## src/sv/arp_pkg.sv

```systemverilog
package arp_pkg;

	// command codes on the item channel
	typedef enum logic [1:0] {
		CMD_STORE = 2'd0,
		CMD_START = 2'd1,
		CMD_EMIT  = 2'd2,
		CMD_NONE  = 2'd3
	} arp_cmd_code_t;

	// configuration register indexes
	localparam logic [2:0] REG_PCM24_MODE     = 3'd0;
	localparam logic [2:0] REG_MONO_TO_STEREO = 3'd1;
	localparam logic [2:0] REG_SHORT_WORDS    = 3'd2;
	localparam logic [2:0] REG_SHORT_COUNT    = 3'd3;
	localparam logic [2:0] REG_LONG_COUNT     = 3'd4;

	localparam int unsigned WORD_W = 32;
	localparam int unsigned LEN_W  = 7;
	localparam int unsigned CAD_W  = 9;

	typedef enum logic [2:0] {
		ST_CLEAR,
		ST_IDLE,
		ST_LEN,
		ST_READ,
		ST_SEND,
		ST_DUP
	} arp_state_t;

	// controller to datapath
	typedef struct packed {
		logic clear_wr;
		logic store_wr;
		logic start_idx;
		logic emit_init;
		logic rd_issue;
		logic send_word;
		logic send_dup;
	} arp_ctl_t;

	// datapath to controller
	typedef struct packed {
		logic clear_last;
		logic len_zero;
		logic more;
		logic mono;
	} arp_stat_t;

	// pcm24: rotate left 8 then shift left 8; pcm32: swap halves
	function automatic logic [WORD_W-1:0] reorder(input logic [WORD_W-1:0] t,
		input logic pcm24);
		logic [WORD_W-1:0] r;
		if (pcm24) begin
			r = {t[15:0], t[31:24], 8'h00};
		end else begin
			r = {t[15:0], t[31:16]};
		end
		return r;
	endfunction

endpackage

```

## src/sv/arp_ctrl.sv

```systemverilog
module arp_ctrl
	import arp_pkg::*;
(
	input  logic       clk,
	input  logic       arst_n,
	input  logic       start,
	input  logic [1:0] command,
	input  arp_stat_t  stat,
	output logic       busy,
	output arp_ctl_t   ctl
);

	arp_state_t state_q, state_nx;
	arp_cmd_code_t cmd;

	assign cmd = arp_cmd_code_t'(command);

	always_ff @(posedge clk or negedge arst_n) begin
		if (!arst_n) begin
			state_q <= ST_CLEAR;
		end else begin
			state_q <= state_nx;
		end
	end

	always_comb begin
		state_nx = state_q;
		ctl      = '0;
		busy     = (state_q != ST_IDLE);
		case (state_q)
			ST_CLEAR: begin
				ctl.clear_wr = 1'b1;
				if (stat.clear_last) begin
					state_nx = ST_IDLE;
				end
			end
			ST_IDLE: begin
				if (start) begin
					case (cmd)
						CMD_STORE: ctl.store_wr = 1'b1;
						CMD_START: ctl.start_idx = 1'b1;
						CMD_EMIT: begin
							ctl.emit_init = 1'b1;
							state_nx      = ST_LEN;
						end
						default: ;
					endcase
				end
			end
			ST_LEN: begin
				state_nx = stat.len_zero ? ST_IDLE : ST_READ;
			end
			ST_READ: begin
				ctl.rd_issue = 1'b1;
				state_nx     = ST_SEND;
			end
			ST_SEND: begin
				ctl.send_word = 1'b1;
				if (stat.mono && stat.more) begin
					state_nx = ST_DUP;
				end else if (stat.more) begin
					state_nx = ST_READ;
				end else begin
					state_nx = ST_IDLE;
				end
			end
			ST_DUP: begin
				ctl.send_dup = 1'b1;
				state_nx     = stat.more ? ST_READ : ST_IDLE;
			end
			default: state_nx = ST_IDLE;
		endcase
	end

endmodule

```

## src/sv/arp_datapath.sv

```systemverilog
module arp_datapath
	import arp_pkg::*;
#(
	parameter int unsigned RING_DEPTH       = 128,
	parameter int unsigned MAX_PACKET_WORDS = 64
) (
	input  logic              clk,
	input  logic              arst_n,
	input  arp_ctl_t          ctl,
	input  logic [WORD_W-1:0] captured_word,
	input  logic              cfg_wr,
	input  logic [2:0]        cfg_index,
	input  logic [31:0]       cfg_data,
	output arp_stat_t         stat,
	output logic              result_valid,
	output logic [WORD_W-1:0] sample_word,
	output logic              last_word,
	output logic [LEN_W-1:0]  packet_words
);

	localparam int unsigned AW = $clog2(RING_DEPTH);
	localparam logic [AW-1:0] LAST_IDX = AW'(RING_DEPTH - 1);
	localparam logic [AW-1:0] HALF_IDX = AW'(RING_DEPTH / 2);
	localparam logic [LEN_W-1:0] MAX_LEN = LEN_W'(MAX_PACKET_WORDS);

	logic [WORD_W-1:0] ring [RING_DEPTH];
	logic [WORD_W-1:0] rdata_q;

	logic             pcm24_q, mono_q;
	logic [5:0]       short_words_q;
	logic [7:0]       short_count_q, long_count_q;
	logic [AW-1:0]    clr_q, wr_q, rd_q;
	logic [CAD_W-1:0] cadence_q;
	logic [LEN_W-1:0] len_q, n_q;

	logic             valid_q, last_q;
	logic [WORD_W-1:0] word_q;

	logic [AW-1:0]    wr_nx, rd_nx;
	logic [CAD_W-1:0] period, cad_inc;
	logic             is_long;
	logic [LEN_W-1:0] len_raw, n_inc;

	assign wr_nx   = (wr_q == LAST_IDX) ? '0 : wr_q + 1'b1;
	assign rd_nx   = (rd_q == LAST_IDX) ? '0 : rd_q + 1'b1;
	assign period  = {1'b0, short_count_q} + {1'b0, long_count_q};
	assign cad_inc = cadence_q + 1'b1;
	assign is_long = (period != '0) && (cadence_q >= {1'b0, short_count_q});
	assign len_raw = {1'b0, short_words_q} + (is_long ? LEN_W'(2) : LEN_W'(0));
	assign n_inc   = n_q + 1'b1;

	assign stat.clear_last = (clr_q == LAST_IDX);
	assign stat.len_zero   = (len_q == '0);
	assign stat.more       = (n_inc < len_q);
	assign stat.mono       = mono_q;

	// ring: one write port shared by clear and store, one registered read
	always_ff @(posedge clk) begin
		if (ctl.clear_wr) begin
			ring[clr_q] <= '0;
		end else if (ctl.store_wr) begin
			ring[wr_q] <= captured_word;
		end
		if (ctl.rd_issue) begin
			rdata_q <= ring[rd_q];
		end
	end

	always_ff @(posedge clk or negedge arst_n) begin
		if (!arst_n) begin
			pcm24_q       <= 1'b1;
			mono_q        <= 1'b0;
			short_words_q <= 6'd22;
			short_count_q <= 8'd1;
			long_count_q  <= 8'd0;
		end else if (cfg_wr) begin
			case (cfg_index)
				REG_PCM24_MODE:     pcm24_q       <= cfg_data[0];
				REG_MONO_TO_STEREO: mono_q        <= cfg_data[0];
				REG_SHORT_WORDS:    short_words_q <= cfg_data[5:0];
				REG_SHORT_COUNT:    short_count_q <= cfg_data[7:0];
				REG_LONG_COUNT:     long_count_q  <= cfg_data[7:0];
				default: ;
			endcase
		end
	end

	always_ff @(posedge clk or negedge arst_n) begin
		if (!arst_n) begin
			clr_q     <= '0;
			wr_q      <= '0;
			rd_q      <= '0;
			cadence_q <= '0;
			len_q     <= '0;
			n_q       <= '0;
			valid_q   <= 1'b0;
		end else begin
			valid_q <= ctl.send_word | ctl.send_dup;
			if (ctl.clear_wr) begin
				clr_q <= clr_q + 1'b1;
			end
			if (ctl.store_wr) begin
				wr_q <= wr_nx;
			end
			if (ctl.start_idx) begin
				wr_q <= '0;
				rd_q <= HALF_IDX;
			end
			if (ctl.emit_init) begin
				// packet length and cadence position
				len_q     <= (len_raw > MAX_LEN) ? MAX_LEN : len_raw;
				cadence_q <= (period == '0 || cad_inc >= period) ? '0 : cad_inc;
				n_q       <= '0;
			end
			if (ctl.rd_issue) begin
				rd_q <= rd_nx;
			end
			if (ctl.send_word) begin
				n_q     <= n_inc;
			end
			if (ctl.send_dup) begin
				// second copy, skip the next source word
				n_q     <= n_inc;
				rd_q    <= rd_nx;
			end
		end
	end

	always_ff @(posedge clk) begin
		if (ctl.send_word) begin
			word_q <= reorder(rdata_q, pcm24_q);
		end
		if (ctl.send_word || ctl.send_dup) begin
			last_q <= (n_inc == len_q);
		end
	end

	assign result_valid = valid_q;
	assign sample_word  = word_q;
	assign last_word    = last_q;
	assign packet_words = len_q;

endmodule

```

## src/sv/audio_ring_packetizer.sv

```systemverilog
// audio ring packetizer
// item channel: an item (command, captured_word) is taken at a clock edge with
//   start high and busy low. store writes captured_word into the ring at the
//   write index, start sets the write index to 0 and the read index to half
//   the ring, emit builds one packet from the ring. command 3 does nothing.
// store and start leave busy low; the block can take a new item right away.
// emit: the packet is sized in ST_LEN, then for each source word the ring is
//   read (ST_READ) and the output register loaded (ST_SEND), plus a copy from
//   ST_DUP in mono-to-stereo mode, where the next source word is skipped. busy
//   stays high until the last word is sent, so no item is taken meanwhile; the
//   single ring read port sets the pace.
// result channel: each packet word is on sample_word/last_word/packet_words
//   for exactly one cycle with result_valid high. the receiver cannot stall;
//   every word must be taken when shown.
// config channel: cfg_ready is always high, a write lands at the edge with
//   cfg_valid high. write only while busy is low and no packet word is pending.
// reset: sets state, index and config registers to defaults, then zeroes the
//   whole ring, one entry per cycle, busy high; config writes are still taken.
module audio_ring_packetizer
	import arp_pkg::*;
#(
	parameter int unsigned RING_DEPTH       = 128,
	parameter int unsigned MAX_PACKET_WORDS = 64
) (
	input  logic              clk,
	input  logic              arst_n,
	// item channel
	input  logic              start,
	output logic              busy,
	input  logic [1:0]        command,
	input  logic [WORD_W-1:0] captured_word,
	// result channel
	output logic              result_valid,
	output logic [WORD_W-1:0] sample_word,
	output logic              last_word,
	output logic [LEN_W-1:0]  packet_words,
	// configuration channel
	input  logic              cfg_valid,
	output logic              cfg_ready,
	input  logic [2:0]        cfg_index,
	input  logic [31:0]       cfg_data
);

	arp_ctl_t  ctl;
	arp_stat_t stat;

	// registers are plain flops, a write never has to wait
	assign cfg_ready = 1'b1;

	arp_ctrl u_ctrl (
		.clk     (clk),
		.arst_n  (arst_n),
		.start   (start),
		.command (command),
		.stat    (stat),
		.busy    (busy),
		.ctl     (ctl)
	);

	arp_datapath #(
		.RING_DEPTH       (RING_DEPTH),
		.MAX_PACKET_WORDS (MAX_PACKET_WORDS)
	) u_datapath (
		.clk           (clk),
		.arst_n        (arst_n),
		.ctl           (ctl),
		.captured_word (captured_word),
		.cfg_wr        (cfg_valid & cfg_ready),
		.cfg_index     (cfg_index),
		.cfg_data      (cfg_data),
		.stat          (stat),
		.result_valid  (result_valid),
		.sample_word   (sample_word),
		.last_word     (last_word),
		.packet_words  (packet_words)
	);

endmodule
```

## config.mk

```make
export PLATFORM = sky130hd
export DESIGN_NAME = audio_ring_packetizer
export DESIGN_NICKNAME = d
export VERILOG_FILES = /design/src/sv/arp_pkg.sv /design/src/sv/arp_ctrl.sv /design/src/sv/arp_datapath.sv /design/src/sv/audio_ring_packetizer.sv
export SDC_FILE = /design/constraint.sdc
export NUM_CORES = 2
export LEC_CHECK = 0
export BUFFER_PORTS_ARGS = -buffer_cell sky130_fd_sc_hd__buf_2
export CORE_MARGIN = 4
export CORE_UTILIZATION = 33
export CTS_CLUSTER_DIAMETER = 80
export CTS_CLUSTER_SIZE = 16
export DETAILED_ROUTE_END_ITERATION = 7
export GPL_TIMING_DRIVEN = 1
export PLACE_DENSITY = 0.47
export SLEW_MARGIN = 20
export SYNTH_ARGS = -nofsm -noshare
export SYNTH_HDL_FRONTEND = slang
export SYNTH_SLANG_ARGS = --single-unit
```

## constraint.sdc

```tcl
create_clock -name clk -period 4.3 [get_ports clk]
set_input_delay 0 -clock clk [delete_from_list [all_inputs] [get_ports clk]]
set_output_delay 0 -clock clk [all_outputs]
set_load 0.02 [all_outputs]
```

---- Word level (Yosys, flattened, before mapping) ----
Memories as Yosys holds them, arrays and structs flattened. A register that Yosys moved wholly into a read port is not among the register bits.
Index checks and enable logic that the tools add are counted.
word-level totals
  memories kept ........................... 1
  memory bits (writable) .................. 4,096
  word-level logic and storage cells ...... 105
  bits in registers ....................... 105
  bits of input ports ..................... 73
  output and inout port bits .............. 43
memory list
  name             depth  bits a word  read ports  clocked after memory_dff  write ports  RTL line            text
  u_datapath.ring  128    32           1           1                         1            arp_datapath.sv:26  logic [WORD_W-1:0] ring [RING_DEPTH];
operators by class
  reduce and logical (&&, ||, !) cells .... 20
  equality and inequality tests ........... 19
  muxes and demuxes ....................... 37
  $add $sub $neg .......................... 7
  bitwise logic cells ..................... 1
  $lt $le $gt $ge ......................... 4
operators by type and width
  cell                 count
  $mux 7               12
  $mux 32              1
  $reduce_or 32->1     1
  $add 7x1->7 const B  4
  $eq 7x7->1 const B   3
  $mux 3               6
  $pmux 3 s6           1
  $mux 1               13
  $eq 3x2->1 const B   4
  $reduce_and 2->1     5
  $add 8x8->9          1
  $add 9x1->9 const B  1
  $eq 3x3->1 const B   3
  $ge 9x8->1           1
  $ge 9x9->1           1
  $logic_not 9->1      1
  $mux 9               1
  $reduce_bool 9->1    1
  $add 6x7->7          1
  $eq 7x7->1           1
  $gt 7x7->1 const B   1
  $logic_not 7->1      1
  $lt 7x7->1           1
  $eq 3x1->1 const B   2
  13 further kinds     21

---- Logic depth before layout (Yosys ltp) ----
  depth after elaboration ................. 9
  mapped depth ............................ 16
  gate-level depth less buffers ........... 16

---- By module ----
From an unflattened synthesis, not the netlist that was laid out.
unflattened totals
  cells, all modules ...................... 8,129
  area total of the unflattened synthesis .. 164,604.1 um^2
by module, submodules not included
  module                 seq. area each (um^2)  cells an instance  area each (um^2)  instances
  arp_datapath           126,682.7              8,097              164,298.8         1
  arp_ctrl               75.1                   30                 294.0             1
  audio_ring_packetizer  0.0                    2                  11.3              1

---- Least setup slack after synthesis ----
Ideal clock, no wire load.
  kind .................................... register to register
  start ................................... register u_ctrl.state_q[1]
  end ..................................... memory u_datapath.ring[89][0], enable pin
  slack ................................... -0.250 ns
  library setup time ...................... 0.461 ns
  arrival ................................. 4.089 ns
  period minus slack after synthesis ...... 4.550 ns
  path buffers ............................ 3
  cell stages (with the launch flop) ...... 11
  data required time ...................... 3.839 ns
  cells stage by stage .................... dfrtp_1 > buf_4 > nor3b_4 > nand3b_2 > nor2_1 > buf_2 > nand2_1 > and2_1 > buf_2 > or2_1 > nor3_1
on the way
  cells in the longest elaborated chain, start to end .. 7
  elaborated cells between the ends (all ways) .. 12
  those cells by class .................... eq/ne: 1; mux: 9; reduce/logical: 2
RTL lines
  item                                        RTL line            text
  start, declared                             arp_ctrl.sv:13      arp_state_t state_q, state_nx;
  start signal, assigned                      arp_ctrl.sv:22      state_q <= state_nx;
  $eq 3x1->1                                  arp_ctrl.sv:30      case (state_q)
  $mux 3                                      arp_ctrl.sv:30
  $mux 1                                      arp_datapath.sv:61  end else if (ctl.store_wr) begin
  $mux 1                                      arp_datapath.sv:59  if (ctl.clear_wr) begin
  $mux 1 (implied by the code)                arp_datapath.sv:62  ring[wr_q] <= captured_word;
  $reduce_or 32->1 (no line)                  -
  $mux 7 (no line) or $mux 1 (tied branches)  -
  end, declared                               arp_datapath.sv:26
Parallel ways exist; a longest one is shown, timed or not.

---- Final worst setup path ----
  start ................................... register u_ctrl.state_q[1]
  end ..................................... memory u_datapath.ring[104][3], enable pin
Same word-level chain as after synthesis.

==> run metrics <==
Iteration-0 DRC Markers=about 9400; Die ar.=between 500000 and 600000 µm²; Synthesized Nets=7928; startpoint types=flip-flop; worst min path class=input pin to flip-flop; Cell Int Power=around 71 mW; CP max FO=16; Flop pwr share=0.458; status=finished clean; mux contribution to synthesized area=0.1545; IO Count=roughly 120; Row Count=259; Post-Layout Cell Count=around 15000; largest family of logic cells by synthesized area=multiplexers; TritonRoute pass-1 iters=5; power per cell area=around 540 nW/µm²; antenna-violating nets left=0; Logic pwr share=0.277; Setup TNS=0 ps; Compound-Gate Fraction of Synth Area=0.03705; H-Tree Depth=5; post-synth top area share=0.7573; CP cell instances=nor3b_4, nand3b_2, dlygate4sd3_1, buf_4, nor2_4, buf_4, a31oi_1, nand2b_2, buf_12, nor2_4, buf_12; Fmax achieved=approximately 240 MHz; switching share of total power=0.3019; pin count of the biggest net entering global routing=between 100 and 150; share of layout cells above drive strength 1=0.2705; CP Capture Type=flip-flop; antenna violations before repair=41; later-pin clock latency in the skew report=about 970 ps; Yosys reg bits=between 4000 and 5000; vias in the first global route=roughly 83000; CTS Buf Count=around 310; Post-synth top flop=edfxtp_1; # nets final=about 8600; post-synth top area cell=edfxtp_1; syn avg cell area=around 21 µm²; CTS Sinks=4233; sequential-to-total area share from yosys stat=0.7682; first-pass GRT wire length=roughly 700000 µm; Post-synth EDFFs=about 4200; dpl hpwl=approximately 300000 µm; commonest non-fill, non-tap cell in the layout=edfxtp_1; Simple-Gate Fraction of Synth Area=0.01733; Distinct cells, synth=77; Worst EP required=between 4000 and 5000 ps; initial cell density of the core=0.3315; Total Routing Usage GR=0.1927; RSZ-0062 raised after global routing=false; most frequent cells in the layout=edfxtp_1 (4161), mux4_2 (822), mux2i_1 (497); die width=a little over 700 µm; Max Cap Viol=0; CTS tree=built; routability congestion estimate=around 0.81; Port Buf Inserts=90; Fin. Hold Viols=0; gr ovfl total=0; Slew Viols, Final=0; Reg clk slew, reported paths=~80 ps; # DRC=0; CORE AREA=497800 µm²; placed cells=between 10000 and 15000; Clk pwr share=0.265; Max stage delay on crit path=around 570 ps; vias per std cell=around 5.4; synthesis-to-finish area growth=14.75%; crit path time final=4195 ps; Fin Clk Skew=68.40 ps; critical path class=flip-flop to flip-flop; Max stage delay cell, worst path=dlygate4sd3_1; FFs w/ async S/R, synth=0.01701; Adder-Cell Fraction of Synth Area=0.003079; Worst VDD drop=approximately 350 µV; Worst Path Arrival=approximately 4800 ps; endpoints failing setup=0; Synth Area in XOR/XNOR=0.001433; via count=82190; mapped cell area=about 160000 µm²; Switch Pwr=approximately 31 mW; Pwr Total=a little over 100 mW; Total Wirelength=~500000 µm; CTS Root Cell=clkbuf_16; crit share post-route=0.9756; die height=between 700 and 800 µm; Synthesis Warnings=0; clock buffer depth=4; Static Leak=58.57 nW; top cells by area, synth=edfxtp_1 (76%), mux4_2 (11%), mux2i_1 (3.0%); WL/cell=roughly 33 µm; Slew HR=0.1064; Worst-Margin Slew=between 1000 and 1500 ps; Post-Synthesis Cells=roughly 7800
-- kinds of logic (layout without fill, tap and decap cells) --
group / Yosys count / after routing
other cells: 1 / 19
flops: 4233 / 4233
mux: 1497 / 1497
buf+inv: 487 / 1201
simple gates: 605 / 605
fa+ha+maj: 40 / 40
compound gates: 925 / 925
xor+xnor: 27 / 27
-- cell type report --
type | count | area, µm²
Antenna cell | 18 | 45.04
Multi-Input combinational cell | 3095 | 36380
Sequential cell | 4233 | 126800
Clock inverter | 31 | 442.9
Clock buffer | 329 | 7818
Inverter | 32 | 120.1
Timing Repair Buffer | 809 | 9417
Tap cell | 6655 | 8327
Fill cell | 44890 | 308400
-- per-layer routing --
layer	GRT usage	up-vias	share of wire
li1	-	33750	-
met1	0.2706	45310	0.43
met2	0.3230	2603	0.49
met3	0.02371	531	0.055
met4	0.04040	4	0.022
met5	0	-	0.000038
-- cell usage after synthesis, types with 14 or more instances --
master,instances
edfxtp_1,4161
mux4_2,822
mux2i_1,497
nor2_1,239
o21ai_0,200
mux2_2,178
a21oi_1,168
clkbuf_1,162
buf_2,131
a22oi_1,127
nand2_1,95
buf_6,80
dfrtp_1,67
a21boi_0,60
nand3_1,60
nor3_1,58
a211oi_1,51
o22ai_1,51
a31oi_1,50
a221oi_1,44
o221ai_1,43
buf_4,42
ha_1,39
and2_1,38
inv_1,32
nor2b_1,23
buf_1,19
nand2b_1,19
or2_2,17
o2111ai_1,16
a2111oi_0,15
xnor2_1,14
-- worst max-delay path: cells and delay by family (launching register included) --
kind	cells	cell delay, ps
compound gates	1	260
simple gates	5	1550
flops	1	410
buf+inv	5	1630
-- stage by stage --
step | util | cell area (µm²) | hold WS [ps] | setup slack, ps
after CTS | 0.3802 | 189200 | 22.02 | 82.41
after global placement | 0.3620 | 180200 | 246.5 | 16.06
after floorplan | - | 165000 | -295.6 | -217.1
final | 0.3804 | 189300 | 110.9 | 105.0
after detailed placement | 0.3621 | 180200 | 261.0 | 150.0
after global routing | 0.3803 | 189300 | 83.45 | 7.165
-- registers in the layout (all words and copies together) (netlist names) --
register	flops
u_datapath.cadence_q	9
u_datapath.short_count_q	8
u_datapath.last_word	1
u_datapath.rd_q	7
u_datapath.long_count_q	8
u_ctrl.state_q	3
u_datapath.rdata_q	32
u_datapath.packet_words	7
u_datapath.ring	4096
u_datapath.result_valid	1
u_datapath.sample_word	32
u_datapath.wr_q	7
u_datapath.mono_q	1
u_datapath.clr_q	7
u_datapath.short_words_q	6
u_datapath.pcm24_q	1
u_datapath.n_q	7
-- power groups by stage --
| stage | registers (mW) | logic, mW | clock network [mW] |
|---|---|---|---|
| after global placement | 47.6 | 28.5 | 0 |
| final | 46.8 | 28.3 | 27.1 |
| after floorplan | 47.4 | 17.9 | 0 |
| after detailed placement | 47.7 | 28.6 | 0 |
| after CTS | 46.7 | 28.7 | 27.8 |
| after global routing | 46.8 | 29.9 | 29.3 |
-- worst paths after layout --
| kind | from | endpoint | slack [ps] | cells after the start |
|---|---|---|---|---|
| min | captured_word[21] | u_datapath.ring[99][21] | 110 | 3 |
| min in group asynchronous | arst_n | u_datapath.short_words_q[1] | 270 | 3 |
| max reg2reg | u_ctrl.state_q[1] | u_datapath.ring[104][3] | 100 | 11 |
| min reg2reg | u_datapath.rdata_q[3] | u_datapath.sample_word[19] | 430 | 0 |
| max | u_ctrl.state_q[1] | u_datapath.ring[104][3] | 100 | 11 |
| max in group asynchronous | arst_n | u_datapath.cadence_q[8] | 3570 | 4 |
-- repair_timing --
item                                    in CTS  in global routing
setup buffers                                0                  6
resized for setup                            0                  0
hold buffers                                70                  0
hold endpoints to repair                  4169                  0
endpoints found under the setup margin       0                  8
(Power assumes the default switching activity.)
